==> src/hw/rtl/cds_pkg.sv <==
`default_nettype none
// ----------------------------------------------------------------------------
// cds_pkg
// Types, constants and calendar tables that the date stepper modules share.
// ----------------------------------------------------------------------------
package cds_pkg;

    localparam int DAY_W   = 5;
    localparam int MONTH_W = 4;
    localparam int YEAR_W  = 14;
    localparam int DOY_W   = 9;
    localparam int STEP_FIELD_W = 16;
    localparam int CENT_W  = 7;   // century number, 0..99
    localparam int REM_W   = 7;   // year within century, 0..99

    localparam logic [YEAR_W-1:0]  YEAR_MAX   = 14'd9999;
    localparam logic [YEAR_W-1:0]  YEAR_RESET = 14'd2000;
    localparam logic [MONTH_W-1:0] MONTH_JAN  = 4'd1;
    localparam logic [MONTH_W-1:0] MONTH_FEB  = 4'd2;
    localparam logic [MONTH_W-1:0] MONTH_DEC  = 4'd12;
    localparam logic [DAY_W-1:0]   DAY_FIRST  = 5'd1;
    localparam logic [DAY_W-1:0]   DAY_DEC_LAST = 5'd31;

    // year / 100 as (year * CENT_RECIP) >> CENT_SHIFT, exact for all 14-bit years
    localparam int CENT_RECIP_W = 13;
    localparam logic [CENT_RECIP_W-1:0] CENT_RECIP = 13'd5243;
    localparam int CENT_SHIFT = 19;
    localparam int CENT_PROD_W = YEAR_W + CENT_RECIP_W;
    localparam logic [YEAR_W-1:0] CENT_SIZE = 14'd100;
    localparam logic [REM_W-1:0]  REM_LAST  = 7'd99;

    typedef enum logic [1:0] {
        MODE_LOAD = 2'd0,
        MODE_FWD  = 2'd1,
        MODE_BACK = 2'd2
    } t_mode;

    typedef enum logic [2:0] {
        ST_IDLE,
        ST_LOAD_DIV,
        ST_LOAD_REM,
        ST_LOAD_DAY,
        ST_STEP,
        ST_DONE
    } t_state;

    typedef struct packed {
        logic capture;   // latch the incoming item
        logic load_div;  // saturate year, repair month, split out century
        logic load_rem;  // year within century
        logic load_day;  // repair day against the month length
        logic step;      // move the date one day
        logic publish;   // write the result register
    } t_dp_cmd;

    typedef struct packed {
        logic cnt_zero;  // no days left to step
        logic bound;     // next step would leave the year range
        logic out_free;  // result register can take a new result
    } t_dp_sts;

    function automatic logic [DAY_W-1:0] days_in(input logic [MONTH_W-1:0] month,
                                                 input logic leap);
        logic [DAY_W-1:0] len;
        unique case (month)
            4'd2:                      len = leap ? 5'd29 : 5'd28;
            4'd4, 4'd6, 4'd9, 4'd11:   len = 5'd30;
            default:                   len = 5'd31;
        endcase
        return len;
    endfunction

    // days in the months before this one, common year
    function automatic logic [DOY_W-1:0] days_before(input logic [MONTH_W-1:0] month);
        logic [DOY_W-1:0] n;
        unique case (month)
            4'd2:    n = 9'd31;
            4'd3:    n = 9'd59;
            4'd4:    n = 9'd90;
            4'd5:    n = 9'd120;
            4'd6:    n = 9'd151;
            4'd7:    n = 9'd181;
            4'd8:    n = 9'd212;
            4'd9:    n = 9'd243;
            4'd10:   n = 9'd273;
            4'd11:   n = 9'd304;
            4'd12:   n = 9'd334;
            default: n = 9'd0;
        endcase
        return n;
    endfunction

endpackage
`default_nettype wire

==> src/hw/rtl/calendar_date_stepper_top.sv <==
`default_nettype none
// ----------------------------------------------------------------------------
// calendar_date_stepper_top
// Gregorian date register with load and day-by-day forward/backward stepping.
// ----------------------------------------------------------------------------
// The block holds one date (reset 01.01.2000) and returns one result per
// input transfer: the date, its day of year, a leap flag and a range error
// flag. Items are taken one at a time. On the way from the input transfer to
// the result register, a load passes the LOAD_DIV, LOAD_REM and LOAD_DAY
// states, a forward or backward step item moves one day per cycle in the day
// sequencer until step_count is used up or the year bound stops it, and mode 3
// goes straight to DONE. The next item is taken the cycle after the result is
// registered, even while that result still waits on the output side.
module calendar_date_stepper_top
    import cds_pkg::*;
#(
    parameter int STEP_BITS = 16
) (
    input  wire logic        i_clk,
    input  wire logic        i_rst_n,
    input  wire logic        s_axis_tvalid,
    output logic             s_axis_tready,
    // in_day[4:0], in_month[8:5], in_year[22:9], step_count[38:23], zero[39]
    input  wire logic [39:0] s_axis_tdata,
    // mode[1:0]
    input  wire logic [1:0]  s_axis_tuser,
    output logic             m_axis_tvalid,
    input  wire logic        m_axis_tready,
    // out_day[4:0], out_month[8:5], out_year[22:9], day_of_year[31:23]
    output logic [31:0]      m_axis_tdata,
    // is_leap[0], range_error[1]
    output logic [1:0]       m_axis_tuser
);

    t_dp_cmd cmd;
    t_dp_sts sts;

    logic [DAY_W-1:0]   out_day;
    logic [MONTH_W-1:0] out_month;
    logic [YEAR_W-1:0]  out_year;
    logic [DOY_W-1:0]   out_doy;
    logic               out_leap;
    logic               out_err;

    cds_ctrl u_ctrl (
        .i_clk      (i_clk),
        .i_rst_n    (i_rst_n),
        .i_in_valid (s_axis_tvalid),
        .i_mode     (s_axis_tuser),
        .o_in_ready (s_axis_tready),
        .i_sts      (sts),
        .o_cmd      (cmd)
    );

    cds_dp #(
        .STEP_BITS (STEP_BITS)
    ) u_dp (
        .i_clk         (i_clk),
        .i_rst_n       (i_rst_n),
        .i_cmd         (cmd),
        .i_mode        (s_axis_tuser),
        .i_in_day      (s_axis_tdata[4:0]),
        .i_in_month    (s_axis_tdata[8:5]),
        .i_in_year     (s_axis_tdata[22:9]),
        .i_step_count  (s_axis_tdata[38:23]),
        .i_out_ready   (m_axis_tready),
        .o_sts         (sts),
        .o_out_valid   (m_axis_tvalid),
        .o_out_day     (out_day),
        .o_out_month   (out_month),
        .o_out_year    (out_year),
        .o_day_of_year (out_doy),
        .o_is_leap     (out_leap),
        .o_range_error (out_err)
    );

    assign m_axis_tdata = {out_doy, out_year, out_month, out_day};
    assign m_axis_tuser = {out_err, out_leap};

endmodule
`default_nettype wire

==> src/hw/rtl/cds_ctrl.sv <==
`default_nettype none
// ----------------------------------------------------------------------------
// cds_ctrl
// Sequencer for the date stepper: load, day stepping and result hand-off.
// ----------------------------------------------------------------------------
module cds_ctrl
    import cds_pkg::*;
(
    input  wire logic       i_clk,
    input  wire logic       i_rst_n,
    input  wire logic       i_in_valid,
    input  wire logic [1:0] i_mode,
    output logic            o_in_ready,
    input  wire t_dp_sts    i_sts,
    output t_dp_cmd         o_cmd
);

    t_state r_state;
    t_state n_state;

    always_ff @(posedge i_clk) begin
        if (!i_rst_n) begin
            r_state <= ST_IDLE;
        end else begin
            r_state <= n_state;
        end
    end

    always_comb begin
        n_state = r_state;
        unique case (r_state)
            ST_IDLE: begin
                if (i_in_valid) begin
                    if (i_mode == MODE_LOAD) begin
                        n_state = ST_LOAD_DIV;
                    end else if (i_mode == MODE_FWD || i_mode == MODE_BACK) begin
                        n_state = ST_STEP;
                    end else begin
                        n_state = ST_DONE;
                    end
                end
            end
            ST_LOAD_DIV: n_state = ST_LOAD_REM;
            ST_LOAD_REM: n_state = ST_LOAD_DAY;
            ST_LOAD_DAY: n_state = ST_DONE;
            ST_STEP: begin
                if (i_sts.cnt_zero || i_sts.bound) begin
                    n_state = ST_DONE;
                end
            end
            ST_DONE: begin
                if (i_sts.out_free) begin
                    n_state = ST_IDLE;
                end
            end
            default: n_state = ST_IDLE;
        endcase
    end

    always_comb begin
        o_cmd      = '0;
        o_in_ready = 1'b0;
        unique case (r_state)
            ST_IDLE: begin
                o_in_ready  = 1'b1;
                o_cmd.capture = i_in_valid;
            end
            ST_LOAD_DIV: o_cmd.load_div = 1'b1;
            ST_LOAD_REM: o_cmd.load_rem = 1'b1;
            ST_LOAD_DAY: o_cmd.load_day = 1'b1;
            ST_STEP:     o_cmd.step     = !i_sts.cnt_zero;
            ST_DONE:     o_cmd.publish  = i_sts.out_free;
            default: ;
        endcase
    end

endmodule
`default_nettype wire

==> src/hw/rtl/cds_dp.sv <==
`default_nettype none
// ----------------------------------------------------------------------------
// cds_dp
// Date registers, day step logic, load repair and the result register.
// ----------------------------------------------------------------------------
module cds_dp
    import cds_pkg::*;
#(
    parameter int STEP_BITS = 16
) (
    input  wire logic                      i_clk,
    input  wire logic                      i_rst_n,
    input  wire t_dp_cmd                   i_cmd,
    input  wire logic [1:0]                i_mode,
    input  wire logic [DAY_W-1:0]          i_in_day,
    input  wire logic [MONTH_W-1:0]        i_in_month,
    input  wire logic [YEAR_W-1:0]         i_in_year,
    input  wire logic [STEP_FIELD_W-1:0]   i_step_count,
    input  wire logic                      i_out_ready,
    output t_dp_sts                        o_sts,
    output logic                           o_out_valid,
    output logic [DAY_W-1:0]               o_out_day,
    output logic [MONTH_W-1:0]             o_out_month,
    output logic [YEAR_W-1:0]              o_out_year,
    output logic [DOY_W-1:0]               o_day_of_year,
    output logic                           o_is_leap,
    output logic                           o_range_error
);

    localparam int CNT_W = (STEP_BITS < STEP_FIELD_W) ? STEP_BITS : STEP_FIELD_W;

    // current date; century and year-within-century track the year for the leap rule
    logic [DAY_W-1:0]   r_day;
    logic [MONTH_W-1:0] r_month;
    logic [YEAR_W-1:0]  r_year;
    logic [CENT_W-1:0]  r_cent;
    logic [REM_W-1:0]   r_rem;
    logic               r_err;

    logic [DAY_W-1:0]   r_ld_day;
    logic [MONTH_W-1:0] r_ld_month;
    logic [YEAR_W-1:0]  r_ld_year;
    logic               r_fwd;
    logic [CNT_W-1:0]   r_cnt;

    logic               r_out_valid;
    logic [DAY_W-1:0]   r_out_day;
    logic [MONTH_W-1:0] r_out_month;
    logic [YEAR_W-1:0]  r_out_year;
    logic [DOY_W-1:0]   r_out_doy;
    logic               r_out_leap;
    logic               r_out_err;

    logic                   leap;
    logic [DAY_W-1:0]       month_len;
    logic                   month_end;
    logic                   fwd_bound;
    logic                   back_bound;
    logic [YEAR_W-1:0]      sat_year;
    logic [CENT_PROD_W-1:0] cent_prod;
    logic [YEAR_W-1:0]      rem_full;
    logic [DAY_W-1:0]       prev_len;
    logic [DOY_W-1:0]       doy;

    assign leap = (r_rem[1:0] == 2'd0) && ((r_rem != '0) || (r_cent[1:0] == 2'd0));
    assign month_len = days_in(r_month, leap);
    assign month_end = (r_day >= month_len);
    assign fwd_bound  = month_end && (r_month == MONTH_DEC) && (r_year >= YEAR_MAX);
    assign back_bound = (r_day == DAY_FIRST) && (r_month == MONTH_JAN) && (r_year == '0);
    assign prev_len   = days_in(r_month - MONTH_W'(1), leap);

    assign sat_year  = (r_ld_year > YEAR_MAX) ? YEAR_MAX : r_ld_year;
    assign cent_prod = CENT_PROD_W'(sat_year) * CENT_PROD_W'(CENT_RECIP);
    assign rem_full  = r_year - YEAR_W'(r_cent) * CENT_SIZE;

    assign doy = days_before(r_month) + DOY_W'(r_day)
               + DOY_W'(leap && (r_month > MONTH_FEB));

    assign o_sts.cnt_zero = (r_cnt == '0);
    assign o_sts.bound    = r_fwd ? fwd_bound : back_bound;
    assign o_sts.out_free = !r_out_valid || i_out_ready;

    always_ff @(posedge i_clk) begin
        if (!i_rst_n) begin
            r_day   <= DAY_FIRST;
            r_month <= MONTH_JAN;
            r_year  <= YEAR_RESET;
            r_cent  <= CENT_W'(YEAR_RESET / 100);
            r_rem   <= '0;
            r_err   <= 1'b0;
            r_cnt   <= '0;
        end else begin
            if (i_cmd.capture) begin
                r_err <= 1'b0;
                r_cnt <= i_step_count[CNT_W-1:0];
            end
            if (i_cmd.load_div) begin
                r_year  <= sat_year;
                r_cent  <= cent_prod[CENT_SHIFT +: CENT_W];
                r_month <= (r_ld_month == '0 || r_ld_month > MONTH_DEC) ? MONTH_JAN
                                                                        : r_ld_month;
            end
            if (i_cmd.load_rem) begin
                r_rem <= rem_full[REM_W-1:0];
            end
            if (i_cmd.load_day) begin
                r_day <= (r_ld_day == '0 || r_ld_day > month_len) ? DAY_FIRST : r_ld_day;
            end
            if (i_cmd.step) begin
                if (o_sts.bound) begin
                    // hold the date, drop the remaining steps
                    r_err <= 1'b1;
                end else begin
                    r_cnt <= r_cnt - CNT_W'(1);
                    if (r_fwd) begin
                        if (!month_end) begin
                            r_day <= r_day + DAY_W'(1);
                        end else if (r_month != MONTH_DEC) begin
                            r_day   <= DAY_FIRST;
                            r_month <= r_month + MONTH_W'(1);
                        end else begin
                            r_day   <= DAY_FIRST;
                            r_month <= MONTH_JAN;
                            r_year  <= r_year + YEAR_W'(1);
                            if (r_rem == REM_LAST) begin
                                r_rem  <= '0;
                                r_cent <= r_cent + CENT_W'(1);
                            end else begin
                                r_rem <= r_rem + REM_W'(1);
                            end
                        end
                    end else begin
                        if (r_day != DAY_FIRST) begin
                            r_day <= r_day - DAY_W'(1);
                        end else if (r_month != MONTH_JAN) begin
                            r_month <= r_month - MONTH_W'(1);
                            r_day   <= prev_len;
                        end else begin
                            r_month <= MONTH_DEC;
                            r_day   <= DAY_DEC_LAST;
                            r_year  <= r_year - YEAR_W'(1);
                            if (r_rem == '0) begin
                                r_rem  <= REM_LAST;
                                r_cent <= r_cent - CENT_W'(1);
                            end else begin
                                r_rem <= r_rem - REM_W'(1);
                            end
                        end
                    end
                end
            end
        end
    end

    always_ff @(posedge i_clk) begin
        if (i_cmd.capture) begin
            r_ld_day   <= i_in_day;
            r_ld_month <= i_in_month;
            r_ld_year  <= i_in_year;
            r_fwd      <= (i_mode == MODE_FWD);
        end
    end

    always_ff @(posedge i_clk) begin
        if (!i_rst_n) begin
            r_out_valid <= 1'b0;
        end else if (i_cmd.publish) begin
            r_out_valid <= 1'b1;
        end else if (i_out_ready) begin
            r_out_valid <= 1'b0;
        end
    end

    always_ff @(posedge i_clk) begin
        if (i_cmd.publish) begin
            r_out_day   <= r_day;
            r_out_month <= r_month;
            r_out_year  <= r_year;
            r_out_doy   <= doy;
            r_out_leap  <= leap;
            r_out_err   <= r_err;
        end
    end

    assign o_out_valid   = r_out_valid;
    assign o_out_day     = r_out_day;
    assign o_out_month   = r_out_month;
    assign o_out_year    = r_out_year;
    assign o_day_of_year = r_out_doy;
    assign o_is_leap     = r_out_leap;
    assign o_range_error = r_out_err;

endmodule
`default_nettype wire

==> config.mk <==
export PLATFORM = sky130hd
export DESIGN_NAME = calendar_date_stepper_top
export DESIGN_NICKNAME = d
export VERILOG_FILES = /design/src/hw/rtl/cds_pkg.sv /design/src/hw/rtl/calendar_date_stepper_top.sv /design/src/hw/rtl/cds_ctrl.sv /design/src/hw/rtl/cds_dp.sv
export SDC_FILE = /design/constraint.sdc
export NUM_CORES = 1
export LEC_CHECK = 0
export BUFFER_PORTS_ARGS = -buffer_cell sky130_fd_sc_hd__buf_2
export CELL_PAD_IN_SITES_DETAIL_PLACEMENT = 0
export CELL_PAD_IN_SITES_GLOBAL_PLACEMENT = 1
export CORE_ASPECT_RATIO = 1.1
export CORE_MARGIN = 4
export CORE_UTILIZATION = 40
export CTS_CLUSTER_SIZE = 40
export DETAILED_ROUTE_END_ITERATION = 16
export GPL_TIMING_DRIVEN = 0
export PLACE_DENSITY = 0.74
export SYNTH_ARGS = -nofsm -noshare
export SYNTH_HDL_FRONTEND = slang
export SYNTH_SLANG_ARGS = --single-unit
==> constraint.sdc <==
create_clock -name i_clk -period 7.3 [get_ports i_clk]
set_input_delay 1.46 -clock i_clk [delete_from_list [all_inputs] [get_ports i_clk]]
set_output_delay 1.46 -clock i_clk [all_outputs]
set_load 0.03 [all_outputs]
# Word level (Yosys, flattened, before mapping)
# Memories as Yosys holds them, arrays and structs flattened. A register that Yosys moved wholly into a read port is not among the register bits.
# Index checks and enable logic that the tools add are counted.
# word_totals
reg_bits,116
romBits,144
input_bits,46
out_inout_bits,36
elab_cells,169
memories,1
# mem_list
memory,words,word_bits,read_ports,rd_ports_with_merged_regs,wr,line,source
(no name shown),16,9,1,1,0,cds_pkg.sv:76,unique case (month)
# classes
addsub,14
multipliers,2
magnitude_cmp,6
eq_ne,27
muxes,72
reduce_logical,28
# ops
operator,n
$mux W7,20
$mux W14,9
$mux W16,3
$mux W4,10
$mux W5,8
$mul A14 B13 Y26 const B,1
$eq A4 B4 Y1 const B,5
$pmux W5 S2,2
$pmux W3 S6,1
$eq A4 B3 Y1 const B,4
$logic_not A16 Y1,1
$sub A16 B1 Y16 const B,1
$mux W1,15
$add A14 B1 Y14 const B,1
$add A7 B1 Y7 const B,2
$ge A14 B14 Y1 const B,1
$gt A14 B14 Y1 const B,1
$logic_not A14 Y1,1
$sub A14 B1 Y14 const B,1
$sub A7 B1 Y7 const B,2
$mux W3,4
$add A9 B1 Y9,1
$add A9 B5 Y9,1
$eq A4 B2 Y1 const B,2
35 further kinds,52

# Depth between registers and ports, before layout
# depth
depth_word,12
mapped_depth,26

# By module
# Synthesis repeated with hierarchy kept, for this count alone.
# hier_totals
hier_cells,1247
hier_area_um2,11085.6
# by_module_without_submodules
mod,instances,cells_each,area_each_um2,seq_area_each_um2
cds_dp,1,1217,10804.1,2982.9
cds_ctrl,1,28,266.5,60.1
calendar_date_stepper_top,1,2,15.0,0.0

# Worst setup path before layout
# Ideal clock, no wire load.
# synth_path
kind,flip-flop to flip-flop
from,register u_dp.r_ld_year[7]
to,register u_dp.r_cent[3]
setup_ns,0.130
arrival_time_ns,6.239
t_required_ns,7.170
setup_slack_ns,0.930
path_stages_with_launch,24
n_path_buf,3
path_cell_list,edfxtp_1 -> clkbuf_1 -> nor4_1 -> nor2_1 -> o31ai_1 -> clkbuf_1 -> clkbuf_1 -> nand2_1 -> ha_1 -> a21o_1 -> ha_1 -> fa_1 -> fa_1 -> inv_1 -> fa_1 -> inv_1 -> ha_1 -> a21o_1 -> a21o_1 -> a2111oi_0 -> o21ai_0 -> a211oi_1 -> xor2_1 -> o31ai_1
# synth_via
elab_chain_cells,10
elab_cells_between_ends,13
classes_between,1 x mul; 1 x order compare; 11 x mux
# synth_lines
element,line,source
from (decl),cds_dp.sv:42,logic [YEAR_W-1:0] r_ld_year;
from (signal assigned),cds_dp.sv:159,r_ld_year <= i_in_year;
$gt A14 B14 Y1,cds_dp.sv:72,assign sat_year = (r_ld_year > YEAR_MAX) ? YEAR_MAX : r_ld_year;
$mux W14 *,cds_dp.sv:72,
$mul A14 B13 Y26 *,cds_dp.sv:73,assign cent_prod = CENT_PROD_W'(sat_year) * CENT_PROD_W'(CENT_RECIP);
$mux W7 *,cds_dp.sv:97,if (i_cmd.load_div) begin
$mux W7 (on tied branches),"cds_dp.sv:142, cds_dp.sv:125",
$mux W7 (on tied branches),"cds_dp.sv:135, cds_dp.sv:118",
$mux W7 (on tied branches),"cds_dp.sv:133, cds_dp.sv:116",
$mux W7,cds_dp.sv:115,if (r_fwd) begin
$mux W7,cds_dp.sv:110,if (o_sts.bound) begin
$mux W7 *,cds_dp.sv:109,if (i_cmd.step) begin
to (signal assigned),cds_dp.sv:99,r_cent <= cent_prod[CENT_SHIFT +: CENT_W];
to (signal assigned),cds_dp.sv:127,r_cent <= r_cent + CENT_W'(1);
to (signal assigned),cds_dp.sv:144,r_cent <= r_cent - CENT_W'(1);
to (decl),cds_dp.sv:36,logic [CENT_W-1:0] r_cent;
# Mark *: on every way between the ends. The rest lies on a longest branch, timed or not.
# A chain may end at the register's enable or synchronous reset.

# Worst setup path after layout
# Ends and elaborated chain as after synthesis.

==> impl_metrics.yaml <==
critical_path:
  reg2regPathDepth: 23
  path_delay_family: "adder cells"
  cp_slowest_cell: "fa_1"
  startpoint: "u_dp.r_ld_year[7]"
  start_kind: "flop"
  path_cells: "clkbuf_1 > nor4_2 > nor2_1 > o31ai_4 > clkbuf_2 > clkbuf_2 > nand2_1 > ha_1 > a21o_1 > ha_1 > fa_1 > fa_1 > inv_1 > fa_1 > inv_1 > ha_1 > a21o_1 > a21o_1 > a2111oi_2 > o21ai_0 > a211oi_2 > xor2_1 > o31ai_1"
  rrSetupSlack_ns: 0.49
  reg2reg_to: "u_dp.r_cent[3]"
  slowest_delay_ns: 0.57
  worst-path-buf-inv: 5
  cp_data_required_time_ns: 7.63
  cp.arrival_ns: 7.14
  cp.depth: 23
  crit_type: "flop to flop"
  cp-endpoint: "u_dp.r_cent[3]"
  crit-reg2reg-launch: "u_dp.r_ld_year[7]"
  crit_path_max_fanout: 10
  worstSetupEndpointType: "flop"
timing:
  relSlewSlack_pct: 32.96
  slew_viol_final: 0
  setup_viol: 0
  fin_crit_sh_pct: 93.24
  rsz0062_at_grt: "no"
  tightest_slew_ns: 0.9964
  finalHoldViolations: 0
  period_minus_slack_ns: 6.807
  fin_worst_skew_ns: 0.01352
  clock.fmax_mhz: 146.9
synth:
  dominantRegCellSynth: "dfxtp_1"
  ys_seq_area_share_pct: 28.17
  synthTopCellsByArea: "edfxtp_1 16%, ha_1 14%, dfxtp_1 12%"
  synth_area_sq_um: 10800
  syn_nets: 1438
  yosysMostFrequentCell: "inv_1"
  yosysWarnings: 0
  netlist_top_cells_count: "142 x inv_1, 122 x ha_1, 94 x nor2_1"
  synth_cells: 1217
  synth-seq-cells: 123
  yosysTopAreaCell: "edfxtp_1"
  yosysUniqueCellTypes: 82
  synth-async-reset-ratio_pct: 0
  avgSynthCellArea_sq_um: 8.877
  synth-edff-count: 58
  synth_top_cell_area_share_pct: 16.12
detailed_routing:
  postRouteAntennaNets: 0
  drt_wl_total_um: 31180
  first_pass_iters: 5
  num_vias: 9295
  wl_per_cell_um: 18.52
  vias_per_cell: 5.520
  first_iter_violations: 627
  drc: 0
cts:
  cts-buffers-inserted: 17
  path_clk_slew_ns: 0.06
  root_buffer: "clkbuf_16"
  cts.sinks: 123
  cts_tree: "yes"
  clock_path_buffers: 2
  cts_max_level: 4
  clk_latency_ns: 0.43
die:
  ioPinCount: 82
  initial_core_util_pct: 40.96
  coreArea_sq_um: 26380
  die_area_sq_um: 29700
  chipWidth_um: 164.7
  die_y_um: 180.4
  row_count: 62
cells_and_area:
  final_util_pct: 46.81
  final_nets: 1540
  syn2layout_area_growth_pct: 14.28
  antennaDiodeCount: 0
  fill_cells: 2595
  drive_above_1_share_pct: 13.51
grt:
  grt_pass1_wl_um: 50350
  grt_overflow: 0
  grt_max_degree: 27
  grt_pass1_vias: 9230
  antenna_found_initial: 0
  grt_usage_pct: 21.46
flow_run:
  maxCapViolCount: 0
placement:
  place_congestion: 0.8878
  dp_hpwl_um: 24100
  port_buffers: 80
status:
  status: "finished clean"
min_path:
  hp-class: "flop to flop"
metal layers:
layer  vias to the layer above  track usage [%]  share of wire (%)
met5                         -                0                  0
met1                      4497            27.94                 44
li1                       4503                -                  -
met3                        44            3.134                4.4
met4                         0            6.356                2.3
met2                       251            36.78                 49
how the worst min path moves through the flow:
| stage | start | to | slack [ns] | cells past startpoint |
|---|---|---|---|---|
| 4_1_cts | u_dp.r_err | u_dp.o_range_error | 0.44 | 0 |
| 2_1_floorplan | u_dp.r_year[6] | u_dp.o_out_year[6] | 0.40 | 0 |
| 3_3_place_gp | u_dp.r_err | u_dp.o_range_error | 0.42 | 0 |
| 6_report | u_dp.r_year[2] | u_dp.o_out_year[2] | 0.44 | 0 |
| 3_5_place_dp | u_dp.r_err | u_dp.o_range_error | 0.42 | 0 |
| 5_1_grt | u_dp.r_err | u_dp.o_range_error | 0.45 | 0 |
per-stage QoR:
step / hold slack (ns) / TNS [ns] / instances / area [sq um] / setup WS [ns]
after floorplan: 0.4029 / 0 / 1217 / 10800 / 0.9303
after global placement: 0.4166 / -5.633 / 1649 / 11640 / -1.341
after detailed placement: 0.4169 / -3.103 / 1651 / 11700 / -0.8335
after CTS: 0.4363 / 0 / 1684 / 12330 / 0.07987
after global routing: 0.4463 / 0 / 1684 / 12350 / 0.005062
final: 0.4377 / 0 / 1684 / 12350 / 0.4932
placed cells by master (no fill, tap or decap), types with 9 or more instances in the layout:
master / netlist / final
fa_1: 53 / 53
nand2_1: 86 / 86
a31oi_1: 10 / 10
buf_2: 18 / 98
nor2b_1: 9 / 9
a21o_1: 18 / 18
a22oi_1: 9 / 9
clkbuf_1: 40 / 36
ha_1: 122 / 122
edfxtp_1: 58 / 58
nand2b_1: 12 / 12
dfxtp_1: 65 / 65
xnor2_1: 39 / 39
nor2_1: 94 / 92
clkbuf_16: 0 / 18
nor4_1: 13 / 12
inv_1: 142 / 142
a211oi_1: 17 / 16
xor2_1: 12 / 12
o22ai_1: 11 / 11
and3_1: 20 / 20
nor3_1: 29 / 29
o21ai_0: 61 / 61
a21oi_1: 69 / 69
a221o_1: 9 / 9
nand3_1: 35 / 35
logic make-up (layout without fill, tap and decap cells):
logic type / Yosys count / in the layout / share of synthesized area (%)
DFF: 123 / 123 / 28.17
AOI/OAI and AO/OA: 287 / 287 / 17.88
and+or+nand+nor: 357 / 357 / 16.83
muxes: 10 / 10 / 1.100
adders and majority gates: 175 / 175 / 23.95
buffers and inverters: 214 / 329 / 7.934
xor gates and xnor gates: 51 / 51 / 4.135
flip-flops by register name, indices dropped and copies added, names as in the netlist, 5 cells and up, named ones only:
signal,flops
u_dp.r_year,14
u_dp.o_out_day,5
u_dp.r_rem,7
u_dp.o_out_year,14
u_dp.o_day_of_year,9
u_dp.r_ld_day,5
u_dp.r_ld_year,14
u_dp.r_day,5
u_dp.r_cent,5
u_dp.r_cnt,16
cell type report:
class / instances / area, sq um / area share [%]
plain buffers: 68 / 314.1 / 2.544
clock buffers: 18 / 450.4 / 3.649
clock inverters: 14 / 157.7 / 1.277
inverters: 146 / 548.0 / 4.439
multi-input cells: 880 / 6944 / 56.25
flip-flops and latches: 123 / 3043 / 24.65
well taps: 352 / 440.4 / 3.567
repair buffers: 83 / 447.9 / 3.628
timing repair:
item                                    CTS  global route
endpoints found under the setup margin    5             5
pin swaps                                 1             0
gates resized for setup                   4             7
buffers inserted                          1             0
hold buffers                              0             0
Power is not shown: default switching activity piles up to over one toggle a cycle in this logic, so the estimate is an artifact.
